## config.mk

```make
export PLATFORM = sky130hd
export DESIGN_NAME = moving_average_smoother
export DESIGN_NICKNAME = d
export VERILOG_FILES = /design/src/rtl/mas_pkg.sv /design/src/rtl/mas_delay_ram.sv /design/src/rtl/mas_divider.sv /design/src/rtl/moving_average_smoother.sv
export SDC_FILE = /design/constraint.sdc
export NUM_CORES = 1
export LEC_CHECK = 0
export BUFFER_PORTS_ARGS = -buffer_cell sky130_fd_sc_hd__buf_2
export CAP_MARGIN = 10
export CORE_ASPECT_RATIO = 0.75
export CORE_MARGIN = 2
export CORE_UTILIZATION = 60
export CTS_BUF_LIST = sky130_fd_sc_hd__clkbuf_4 sky130_fd_sc_hd__clkbuf_8 sky130_fd_sc_hd__clkbuf_16
export DETAILED_ROUTE_END_ITERATION = 12
export PLACE_DENSITY_LB_ADDON = 0.25
export SLEW_MARGIN = 20
export SYNTH_ARGS = -nofsm -noshare
export SYNTH_HDL_FRONTEND = slang
export SYNTH_SLANG_ARGS = --single-unit
```

## constraint.sdc

```tcl
create_clock -name clk_i -period 5.67 [get_ports clk_i]
set_input_delay 0.2835 -clock clk_i [delete_from_list [all_inputs] [get_ports clk_i]]
set_output_delay 0.2835 -clock clk_i [all_outputs]
set_load 0.02 [all_outputs]
```

## src/rtl/mas_pkg.sv

```systemverilog
package mas_pkg;

  // default sizing
  localparam int unsigned WindowMaxDef  = 64;
  localparam int unsigned SampleBitsDef = 16;

  // width of the window length config input
  localparam int unsigned CfgBits = 7;

  // divider status seen by the sequencer
  typedef struct packed {
    logic busy;
    logic done;
  } div_status_t;

endpackage

```

## src/rtl/mas_delay_ram.sv

```systemverilog
module mas_delay_ram #(
  parameter int unsigned DEPTH = mas_pkg::WindowMaxDef,
  parameter int unsigned WIDTH = mas_pkg::SampleBitsDef,
  parameter int unsigned AW    = $clog2(DEPTH)
) (
  input  logic                    clk_i,
  input  logic                    we_i,
  input  logic [AW-1:0]           waddr_i,
  input  logic signed [WIDTH-1:0] wdata_i,
  input  logic                    re_i,
  input  logic [AW-1:0]           raddr_i,
  output logic signed [WIDTH-1:0] rdata_o
);

  logic signed [WIDTH-1:0] mem_q [DEPTH];
  logic signed [WIDTH-1:0] rdata_q;

  // write port
  always_ff @(posedge clk_i) begin
    if (we_i) begin
      mem_q[waddr_i] <= wdata_i;
    end
  end

  // registered read port
  always_ff @(posedge clk_i) begin
    if (re_i) begin
      rdata_q <= mem_q[raddr_i];
    end
  end

  assign rdata_o = rdata_q;

endmodule

```

## src/rtl/mas_divider.sv

```systemverilog
module mas_divider #(
  parameter int unsigned DW = 22,  // dividend width, signed
  parameter int unsigned VW = 7,   // divisor width, unsigned
  parameter int unsigned QW = 16   // quotient width kept
) (
  input  logic                      clk_i,
  input  logic                      rst_ni,
  input  logic                      start_i,
  input  logic signed [DW-1:0]      dividend_i,
  input  logic [VW-1:0]             divisor_i,
  output mas_pkg::div_status_t      status_o,
  output logic signed [QW-1:0]      quotient_o
);

  import mas_pkg::*;

  localparam int unsigned CntW = $clog2(DW + 1);

  logic            busy_q, done_q;
  logic [CntW-1:0] cnt_q;
  logic [VW-1:0]   rem_q, rem_d;
  logic [DW-1:0]   quo_q;
  logic [VW-1:0]   dvs_q;
  logic            neg_q;
  logic [VW:0]     trial;
  logic            ge;
  logic [DW-1:0]   mag;
  logic [QW-1:0]   q_lo;

  // one restoring step: shift in next dividend bit, try a subtract
  always_comb begin
    trial = {rem_q, quo_q[DW-1]};
    ge    = trial >= {1'b0, dvs_q};
    rem_d = ge ? VW'(trial - {1'b0, dvs_q}) : trial[VW-1:0];
    mag   = dividend_i[DW-1] ? DW'(-dividend_i) : DW'(dividend_i);
  end

  // control
  always_ff @(posedge clk_i or negedge rst_ni) begin
    if (!rst_ni) begin
      busy_q <= 1'b0;
      done_q <= 1'b0;
      cnt_q  <= '0;
    end else if (start_i) begin
      busy_q <= 1'b1;
      done_q <= 1'b0;
      cnt_q  <= CntW'(DW);
    end else if (busy_q) begin
      cnt_q <= cnt_q - 1'b1;
      if (cnt_q == CntW'(1)) begin
        busy_q <= 1'b0;
        done_q <= 1'b1;
      end
    end
  end

  // datapath: magnitude in, quotient bits shift in from the bottom
  always_ff @(posedge clk_i) begin
    if (start_i) begin
      quo_q <= mag;
      rem_q <= '0;
      dvs_q <= divisor_i;
      neg_q <= dividend_i[DW-1];
    end else if (busy_q) begin
      quo_q <= {quo_q[DW-2:0], ge};
      rem_q <= rem_d;
    end
  end

  // restore sign, truncation toward zero falls out of magnitude division
  assign q_lo       = quo_q[QW-1:0];
  assign quotient_o = neg_q ? $signed(-q_lo) : $signed(q_lo);

  assign status_o.busy = busy_q;
  assign status_o.done = done_q;

endmodule

```

## src/rtl/moving_average_smoother.sv

```systemverilog
// Boxcar moving average over a delay-line RAM with a running sum.
// Per sample: capture the beat and read the oldest slot, write the RAM and update
//   the sum (S_SUM), start the bit-serial divider when an average is due (S_LOAD),
//   then wait for it and load the output register (S_DIV). One sample at a time:
//   in_stall_o stays high until the sequencer is back in S_IDLE.
// Reset: window length 1, sum, fill count and write pointer cleared; RAM not cleared.
module moving_average_smoother #(
  parameter int unsigned WINDOW_MAX  = mas_pkg::WindowMaxDef,
  parameter int unsigned SAMPLE_BITS = mas_pkg::SampleBitsDef
) (
  input  logic                          clk_i,
  input  logic                          rst_ni,
  // configuration
  input  logic                          cfg_we_i,
  input  logic [mas_pkg::CfgBits-1:0]   cfg_window_length_i,
  // sample channel
  input  logic                          in_valid_i,
  output logic                          in_stall_o,
  input  logic signed [SAMPLE_BITS-1:0] sample_in_i,
  input  logic                          last_sample_i,
  // average channel
  output logic                          out_valid_o,
  input  logic                          out_stall_i,
  output logic signed [SAMPLE_BITS-1:0] average_out_o
);

  import mas_pkg::*;

  localparam int unsigned AddrW = $clog2(WINDOW_MAX);
  localparam int unsigned LenW  = $clog2(WINDOW_MAX + 1);
  localparam int unsigned SumW  = SAMPLE_BITS + $clog2(WINDOW_MAX);

  localparam logic [AddrW:0]   WinMaxA = (AddrW + 1)'(WINDOW_MAX);
  localparam logic [LenW-1:0]  WinMaxL = LenW'(WINDOW_MAX);
  localparam logic [AddrW-1:0] WpLast  = AddrW'(WINDOW_MAX - 1);

  typedef enum logic [3:0] {
    S_IDLE = 4'b0001,
    S_SUM  = 4'b0010,
    S_LOAD = 4'b0100,
    S_DIV  = 4'b1000
  } state_e;

  state_e                  state_q, state_d;
  logic [LenW-1:0]         len_q, len_d;
  logic [AddrW-1:0]        off_q, off_d;
  logic [AddrW-1:0]        wp_q;
  logic [LenW-1:0]         fill_q, fill_d;
  logic signed [SumW-1:0]  sum_q, sum_d;
  logic                    produce_q, full;
  logic signed [SAMPLE_BITS-1:0] x_q;
  logic                    last_q;
  logic                    out_valid_q;
  logic signed [SAMPLE_BITS-1:0] out_data_q;

  logic                    in_beat, out_beat, out_load;
  logic [AddrW:0]          old_sum;
  logic [AddrW-1:0]        old_addr;
  logic signed [SAMPLE_BITS-1:0] rd_data;
  logic                    div_start;
  div_status_t             div_stat;
  logic signed [SAMPLE_BITS-1:0] div_quot;

  assign in_beat  = in_valid_i && !in_stall_o;
  assign out_beat = out_valid_q && !out_stall_i;

  // effective window length and its ring offset, settled at config time
  always_comb begin
    if (cfg_window_length_i == '0) begin
      len_d = LenW'(1);
    end else if (32'(cfg_window_length_i) > WINDOW_MAX) begin
      len_d = WinMaxL;
    end else begin
      len_d = LenW'(cfg_window_length_i);
    end
    off_d = AddrW'(WinMaxL - len_d);
  end

  always_ff @(posedge clk_i or negedge rst_ni) begin
    if (!rst_ni) begin
      len_q <= LenW'(1);
      off_q <= WpLast;
    end else if (cfg_we_i) begin
      len_q <= len_d;
      off_q <= off_d;
    end
  end

  // oldest slot: write pointer minus length, modulo the ring size
  always_comb begin
    old_sum  = {1'b0, wp_q} + {1'b0, off_q};
    old_addr = (old_sum >= WinMaxA) ? AddrW'(old_sum - WinMaxA) : old_sum[AddrW-1:0];
  end

  mas_delay_ram #(
    .DEPTH (WINDOW_MAX),
    .WIDTH (SAMPLE_BITS),
    .AW    (AddrW)
  ) u_ram (
    .clk_i   (clk_i),
    .we_i    (state_q == S_SUM),
    .waddr_i (wp_q),
    .wdata_i (x_q),
    .re_i    (in_beat),
    .raddr_i (old_addr),
    .rdata_o (rd_data)
  );

  // running sum update: drop oldest once full, add newest
  always_comb begin
    full   = fill_q >= len_q;
    fill_d = full ? fill_q : fill_q + 1'b1;
    sum_d  = sum_q - (full ? SumW'(rd_data) : '0) + SumW'(x_q);
  end

  // sequencer
  always_comb begin
    state_d = state_q;
    unique case (state_q)
      S_IDLE:  if (in_beat) state_d = S_SUM;
      S_SUM:   state_d = S_LOAD;
      S_LOAD:  state_d = produce_q ? S_DIV : S_IDLE;
      S_DIV:   if (out_load) state_d = S_IDLE;
      default: state_d = S_IDLE;
    endcase
  end

  assign div_start = (state_q == S_LOAD) && produce_q;
  assign out_load  = (state_q == S_DIV) && div_stat.done && (!out_valid_q || !out_stall_i);

  always_ff @(posedge clk_i or negedge rst_ni) begin
    if (!rst_ni) begin
      state_q   <= S_IDLE;
      wp_q      <= '0;
      fill_q    <= '0;
      sum_q     <= '0;
      produce_q <= 1'b0;
    end else begin
      state_q <= state_d;
      if (cfg_we_i) begin
        fill_q <= '0;
        sum_q  <= '0;
      end else if (state_q == S_SUM) begin
        fill_q    <= fill_d;
        sum_q     <= sum_d;
        produce_q <= fill_d >= len_q;
        wp_q      <= (wp_q == WpLast) ? '0 : wp_q + 1'b1;
      end else if ((state_q == S_LOAD) && last_q) begin
        // end of record: divider has already taken the sum
        fill_q <= '0;
        sum_q  <= '0;
      end
    end
  end

  // captured sample beat
  always_ff @(posedge clk_i) begin
    if (in_beat) begin
      x_q    <= sample_in_i;
      last_q <= last_sample_i;
    end
  end

  mas_divider #(
    .DW (SumW),
    .VW (LenW),
    .QW (SAMPLE_BITS)
  ) u_div (
    .clk_i      (clk_i),
    .rst_ni     (rst_ni),
    .start_i    (div_start),
    .dividend_i (sum_q),
    .divisor_i  (len_q),
    .status_o   (div_stat),
    .quotient_o (div_quot)
  );

  // output register
  always_ff @(posedge clk_i or negedge rst_ni) begin
    if (!rst_ni) begin
      out_valid_q <= 1'b0;
    end else if (out_load) begin
      out_valid_q <= 1'b1;
    end else if (out_beat) begin
      out_valid_q <= 1'b0;
    end
  end

  always_ff @(posedge clk_i) begin
    if (out_load) begin
      out_data_q <= div_quot;
    end
  end

  assign in_stall_o    = state_q != S_IDLE;
  assign out_valid_o   = out_valid_q;
  assign average_out_o = out_data_q;

  // checks
  a_fill_bounded: assert property (@(posedge clk_i) disable iff (!rst_ni)
    fill_q <= len_q)
    else $error("fill count above window length");

  a_out_from_div: assert property (@(posedge clk_i) disable iff (!rst_ni)
    $rose(out_valid_q) |-> $past(state_q == S_DIV))
    else $error("average appeared without a division");

  a_div_alive: assert property (@(posedge clk_i) disable iff (!rst_ni)
    (state_q == S_DIV) |-> (div_stat.busy || div_stat.done))
    else $error("waiting on an idle divider");

  a_beat_to_sum: assert property (@(posedge clk_i) disable iff (!rst_ni)
    in_beat |=> (state_q == S_SUM))
    else $error("sample beat not followed by sum update");

endmodule
```

# Word level (Yosys, flattened, before mapping)
# Memory sizes are Yosys's and may differ from the RTL's. A register that Yosys moved wholly into a read port is not among the register bits.
# Index checks and enable logic that the tools add are counted.
dict set report op_classes {
  shift 0
  div 0
  bitwise_logic 1
  eq_ne 9
  n_lt_le_gt_ge 5
  n_reduce_logical 18
  add_sub_neg 11
  muxes 33
  mul 0
}
# cell count
set op_table {}
lappend op_table {{2-to-1 mux 22 bit} 7}
lappend op_table {{2-to-1 mux 7 bit} 7}
lappend op_table {{adder 22 bit} 1}
lappend op_table {{negator 22 bit} 1}
lappend op_table {{subtractor 22 bit} 1}
lappend op_table {{2-to-1 mux 16 bit} 1}
lappend op_table {{negator 16 bit} 1}
lappend op_table {{case mux 4 bit (4 select lines)} 1}
lappend op_table {{>= comparator 7 bit} 2}
lappend op_table {{2-to-1 mux 4 bit} 3}
lappend op_table {{2-to-1 mux 6 bit} 2}
lappend op_table {{2-to-1 mux 1 bit} 10}
lappend op_table {{2-to-1 mux 5 bit} 2}
lappend op_table {{>= comparator 8 x 7 -> 1 bit} 1}
lappend op_table {{adder 6 x 6 -> 7 bit} 1}
lappend op_table {{adder 7 x 1 -> 7 bit, second input constant} 1}
lappend op_table {{>= comparator 7 bit, second input constant} 1}
lappend op_table {{greater-than comparator 7 bit, second input constant} 1}
lappend op_table {{logical NOT 7 bit} 1}
lappend op_table {{subtractor 7 bit} 1}
lappend op_table {{adder 6 x 1 -> 6 bit, second input constant} 1}
lappend op_table {{equality test 6 bit, second input constant} 1}
lappend op_table {{logical AND 1 bit} 6}
lappend op_table {{AND reduction 2 bit} 3}
lappend op_table {{15 further kinds} 20}
dict set report word_totals {
  ramBits 1024
  regBits 131
  in_bits 29
  romBits 0
  memories 1
  wordCells 96
  latchBits 0
  output_inout_bits 18
}
# name words width read_ports rd_ports_with_merged_regs wr line
set mem_list {}
lappend mem_list {u_ram.mem_q 64 16 1 1 1 mas_delay_ram.sv:15} ;# logic signed [WIDTH-1:0] mem_q [DEPTH];

# Depth between registers and ports, before layout
dict set report depth {
  word_depth 6
  ltp_mapped 19
  ltp_nobuf 18
}

# Hierarchy
# Synthesis repeated with hierarchy kept, for this count alone.
dict set report hier_totals {
  cells_unflattened 2754
  hier_area_um2 49172.2
}
# module n_inst cells_per_inst area_each_um2 seq_area_each_um2
set by_module_without_submodules {}
lappend by_module_without_submodules {mas_delay_ram 1 1829 40202.3 31230.0}
lappend by_module_without_submodules {moving_average_smoother 1 576 5726.7 2326.0}
lappend by_module_without_submodules {mas_divider 1 349 3243.1 1216.2}

# Worst setup path after synthesis
# OpenSTA, ideal clock, no wires.
dict set report synth_path {
  path_type {register -> register}
  startpoint {reg fill_q[5]}
  endpoint {reg sum_q[21]}
  required_ns 5.583
  synth_period_minus_slack_ns 4.161
  stages_incl_launch_ff 18
  path_slack_ns 1.509
  setup_ns 0.087
  path_buffers 2
  arrival_time_ns 4.074
  cell_sequence {dfrtp_1 > ha_1 > a21o_1 > a221o_1 > a31o_2 > clkbuf_1 > and2_1 > fa_1 > inv_1 > ha_1 > buf_2 > a21oi_1 > inv_1 > o31a_1 > o211ai_2 > a22oi_1 > or4_1 > a22oi_1}
}
dict set report synth_between {
  elab_chain_len 6
}
# element line
set synth_lines {}
lappend synth_lines {{start: declaration} moving_average_smoother.sv:48} ;# logic [LenW-1:0] fill_q, fill_d;
lappend synth_lines {{start signal: assignment} moving_average_smoother.sv:144} ;# fill_q <= fill_d;
lappend synth_lines {{>= comparator 7 bit} moving_average_smoother.sv:111} ;# full = fill_q >= len_q;
lappend synth_lines {{2-to-1 mux 22 bit} moving_average_smoother.sv:113} ;# sum_d = sum_q - (full ? SumW'(rd_data) : '0) + SumW'(x_q);
lappend synth_lines {{subtractor 22 bit} moving_average_smoother.sv:113}
lappend synth_lines {{adder 22 bit} moving_average_smoother.sv:113}
lappend synth_lines {{2-to-1 mux 22 bit} moving_average_smoother.sv:143} ;# end else if (state_q == S_SUM) begin
lappend synth_lines {{2-to-1 mux 22 bit} moving_average_smoother.sv:140} ;# if (cfg_we_i) begin
lappend synth_lines {{end signal: assignment} moving_average_smoother.sv:145} ;# sum_q <= sum_d;
lappend synth_lines {{end: declaration} moving_average_smoother.sv:49} ;# logic signed [SumW-1:0] sum_q, sum_d;
# Every way passes these cells.
# A chain may end at the register's enable or synchronous reset.

# Worst setup path in the final report
dict set report layout_path {
  startpoint {reg len_q[5]}
  endpoint {reg sum_q[16]}
}
dict set report layout_between {
  elab_chain_len 6
}
# element line
set layout_lines {}
lappend layout_lines {{start: declaration} moving_average_smoother.sv:45} ;# logic [LenW-1:0] len_q, len_d;
lappend layout_lines {{start signal: assignment} moving_average_smoother.sv:81} ;# len_q <= LenW'(1);
lappend layout_lines {{start signal: assignment} moving_average_smoother.sv:84} ;# len_q <= len_d;
lappend layout_lines {{>= comparator 7 bit} moving_average_smoother.sv:111}
lappend layout_lines {{2-to-1 mux 22 bit} moving_average_smoother.sv:113}
lappend layout_lines {{subtractor 22 bit} moving_average_smoother.sv:113}
lappend layout_lines {{adder 22 bit} moving_average_smoother.sv:113}
lappend layout_lines {{2-to-1 mux 22 bit} moving_average_smoother.sv:143}
lappend layout_lines {{2-to-1 mux 22 bit} moving_average_smoother.sv:140}
# Every way passes these cells.

==> flow_summary_export.csv <==
group,metric,value,unit
timing,finalCriticalPeriod,4.64,ns
timing,rsz0062_at_grt,"no",
worst_setup_path,rr_startpoint,"len_q[5]",
die,core,0.0791,mm²
finish,final_common_cell,"edfxtp_1",
clock_network,htreeDepth,3,
worst_setup_path,setup.worst_path.end_class,"flop",
timing,whs,0.0421,ns
die,initial_core_util,60.9,%
finish,area_growth_syn_to_layout,12.1,%
grt,grt_start_max_net_pins,67,
worst_setup_path,path_cells,"inv_1, ha_1, a21o_1, a221o_1, a31o_2, and2_1, fa_1, inv_1, ha_1, nor2b_1, o2111a_1, nand4bb_1, a211oi_1, o21ai_0, xnor2_1, o21ai_1",
timing,timing.final.crit_share,81.9,%
finish,fin_util,68.3,%
power,power_leakage,18.1,nW
place,dpl.hpwl,61400,µm
yosys,synth_edf_count,1103,
timing,slew_headroom,29.2,%
place,io_buffers,46,
worst_setup_path,cp-startpoint,"len_q[5]",
status,run_status,"finished clean",
yosys,ys_ff_latch,1170,
yosys,synth.distinct_cells,71,
grt,antenna_found_initial,5,
yosys,syn-num-nets,2573,
yosys,syn_inst,2466,
yosys,async_flop_share,5.13,%
worst_setup_path,max_stage_delay,0.67,ns
drt,post_drt_wl_per_cell,29.2,µm
min_path,hold_start,"cfg_window_length_i[1]",
clock_network,root_buffer,"clkbuf_16",
die,io_pins,47,
timing,finalSetupViolCount,0,
drt,vias,24598,
timing,worst_slew_pin_slew,1.06,ns
clock_network,cts.sinks,1170,
finish,finalInstanceArea,0.0540,mm²
die,die_y,249,µm
worst_setup_path,critPathSlowestCell,"a211oi_1",
timing,finalClockSkew,0.0444,ns
timing,drv_slew,0,
timing,hold_viol,0,
min_path,min_path_type,"primary input to flop",
finish,final_cell_mix,"edfxtp_1, mux4_2, inv_1",
worst_setup_path,worstPathArrival,5.22,ns
yosys,synth_seq_area_share,72.2,%
grt,grt_pass1_vias,24987,
clock_network,cts_buffers,105,
die,die_area,0.0826,mm²
clock_network,clk_latency,0.71,ns
yosys,yosysWarnings,0,
grt,grt-ovfl-total,0,
timing,fin_tns_setup,0,ns
clock_network,clockBufferDepth,3,
die,fp.dieW,331,µm
drt,drt_pre_antenna_iters,9,
clock_network,clk_pin_slew,0.07,ns
yosys,synth_ff_type,"edfxtp_1",
grt,grt_use_total,27.5,%
power,p_per_area,509,mW/mm²
place,placed_area,0.0502,mm²
grt,grt_pass1_wl,164000,µm
drt,drtAntennaViolNets,0,
timing,clock.fmax,215,MHz
flow_run,cap_violations,0,
drt,drt-vias-per-instance,6.52,
worst_setup_path,path_class,"flop to flop",
clock_network,cts_tree,"done",
yosys,syn_area_per_cell,19.5,µm²
drt,drtIter0Drc,3499,
power,ir_worst_vdd,0.568,mV
worst_setup_path,cp-start-kind,"flop",
drt,wirelength,110000,µm
clock_network,cts_resized,0,
worst_setup_path,cp.required,6.24,ns
finish,nets,2743,
die,placementRows,89,
yosys,synth.cell_area,0.0482,mm²
finish,drive_gt1_share,25.1,%
worst_setup_path,cp_max_fo,23,
place,place_congestion,0.904,
drt,drc_errors,0,
==> Yosys cell counts, drive strengths merged, types with 5 or more instances <==
library cell | count | area (µm²)
or4 | 5 | 37.5
nor2 | 111 | 417
a21o | 10 | 75.1
xnor2 | 59 | 532
nand2b | 8 | 50.1
or3 | 6 | 42.5
mux2i | 51 | 510
and2 | 17 | 106
nand2 | 104 | 390
a22o | 7 | 61.3
ha | 55 | 688
nor3 | 10 | 60.1
dfxtp | 7 | 140
a31oi | 5 | 31.3
xor2 | 15 | 131
o21a | 6 | 45.0
dfstp | 7 | 184
nand3 | 16 | 80.1
a21oi | 46 | 230
inv | 116 | 435
dfrtp | 53 | 1330
edfxtp | 1103 | 33100
clkbuf | 65 | 244
nand3b | 8 | 60.1
mux4 | 320 | 7210
nand4 | 7 | 43.8
buf | 49 | 298
o31ai | 15 | 123
o21ai | 93 | 465
nor2b | 15 | 93.8
fa | 23 | 460
==> worst max-delay path: cells and delay by family, from the launching register on <==
kind                     cells  cell delay [ns]
AND/OR/NAND/NOR              3             0.61
buffers and inverters        2             0.11
adder cells (fa/ha/maj)      3             1.09
flip-flops                   1             0.35
AO/OA/AOI/OAI                7             2.16
XOR/XNOR                     1             0.20
==> area by class of cell <==
type,count,area (µm²)
multi-input cells,1066,12500
inverters,116,435
well taps,1046,1310
fillers,4898,25100
clock buffers,136,2870
clock inverters,62,702
repair buffers,177,1410
flip-flops and latches,1170,34800
diodes,1,2.50
==> sequential cells by signal (all words and copies together), names as in the netlist, 4 cells and up <==
| signal | cells |
|---|---|
| u_ram.rdata_o | 16 |
| sum_q | 22 |
| state_q | 4 |
| fill_q | 7 |
| u_div.dvs_q | 7 |
| average_out_o | 16 |
| x_q | 16 |
| off_q | 5 |
| len_q | 7 |
| u_div.cnt_q | 5 |
| u_ram.mem_q | 1024 |
| u_div.rem_q | 7 |
| u_div.quo_q | 22 |
| wp_q | 6 |
==> power by group <==
group / leakage (nW) / internal, mW / switching (mW)
Clock: 1.78 / 4.12 / 3.15
Sequential: 10.8 / 10.3 / 0.288
Combinational: 5.53 / 4.30 / 5.34
Total: 18.1 / 18.7 / 8.78
==> cell families (layout without fill, tap and decap cells) <==
group           count (synthesis)  count (layout)  synth area share [%]
buf+inv                       230             491                  2.03
compound gates                212             212                  2.69
fa+ha+maj                      78              78                  2.39
mux                           375             375                  16.1
simple gates                  327             327                  3.20
xor+xnor                       74              74                  1.38
other cells                     0               1                     0
flops                        1170            1170                  72.2
==> what timing repair did <==
item	4_1_cts	5_1_grt
setup buffers	0	0
hold buffers	24	0
hold endpoints to repair	79	0
==> path summary, 6_finish.rpt <==
kind                                  end  slack, ns  cells past startpoint
max                             sum_q[16]       1.03                     16
min                              len_q[1]       0.04                      3
max reg2reg                     sum_q[16]       1.03                     16
min reg2reg                u_div.dvs_q[2]       0.45                      0
max in group asynchronous       fill_q[0]       4.82                      3
min in group asynchronous        len_q[5]       0.32                      3
==> metrics by stage <==
step           std cells  total power [mW]  worst slack (ns)
2_1_floorplan       2466              17.5              1.51
3_5_place_dp        3551              20.3              1.06
4_1_cts             3773              27.6              1.05
5_1_grt             3773              28.6             0.756
3_3_place_gp        3551              20.1              1.22
6_report            3774              27.5              1.03
==> routing by layer <==
metal	track usage (%)	part of all wire (%)	routed length, µm	vias up
li1	-	-	-	10205
met1	41.2	40	43900	12876
met2	42.3	48	52900	1326
met3	5.14	9.6	10600	189
met4	7.28	2.4	2690	2
met5	0	0.0091	10	-
No activity file was read; power rests on OpenSTA's default activity.
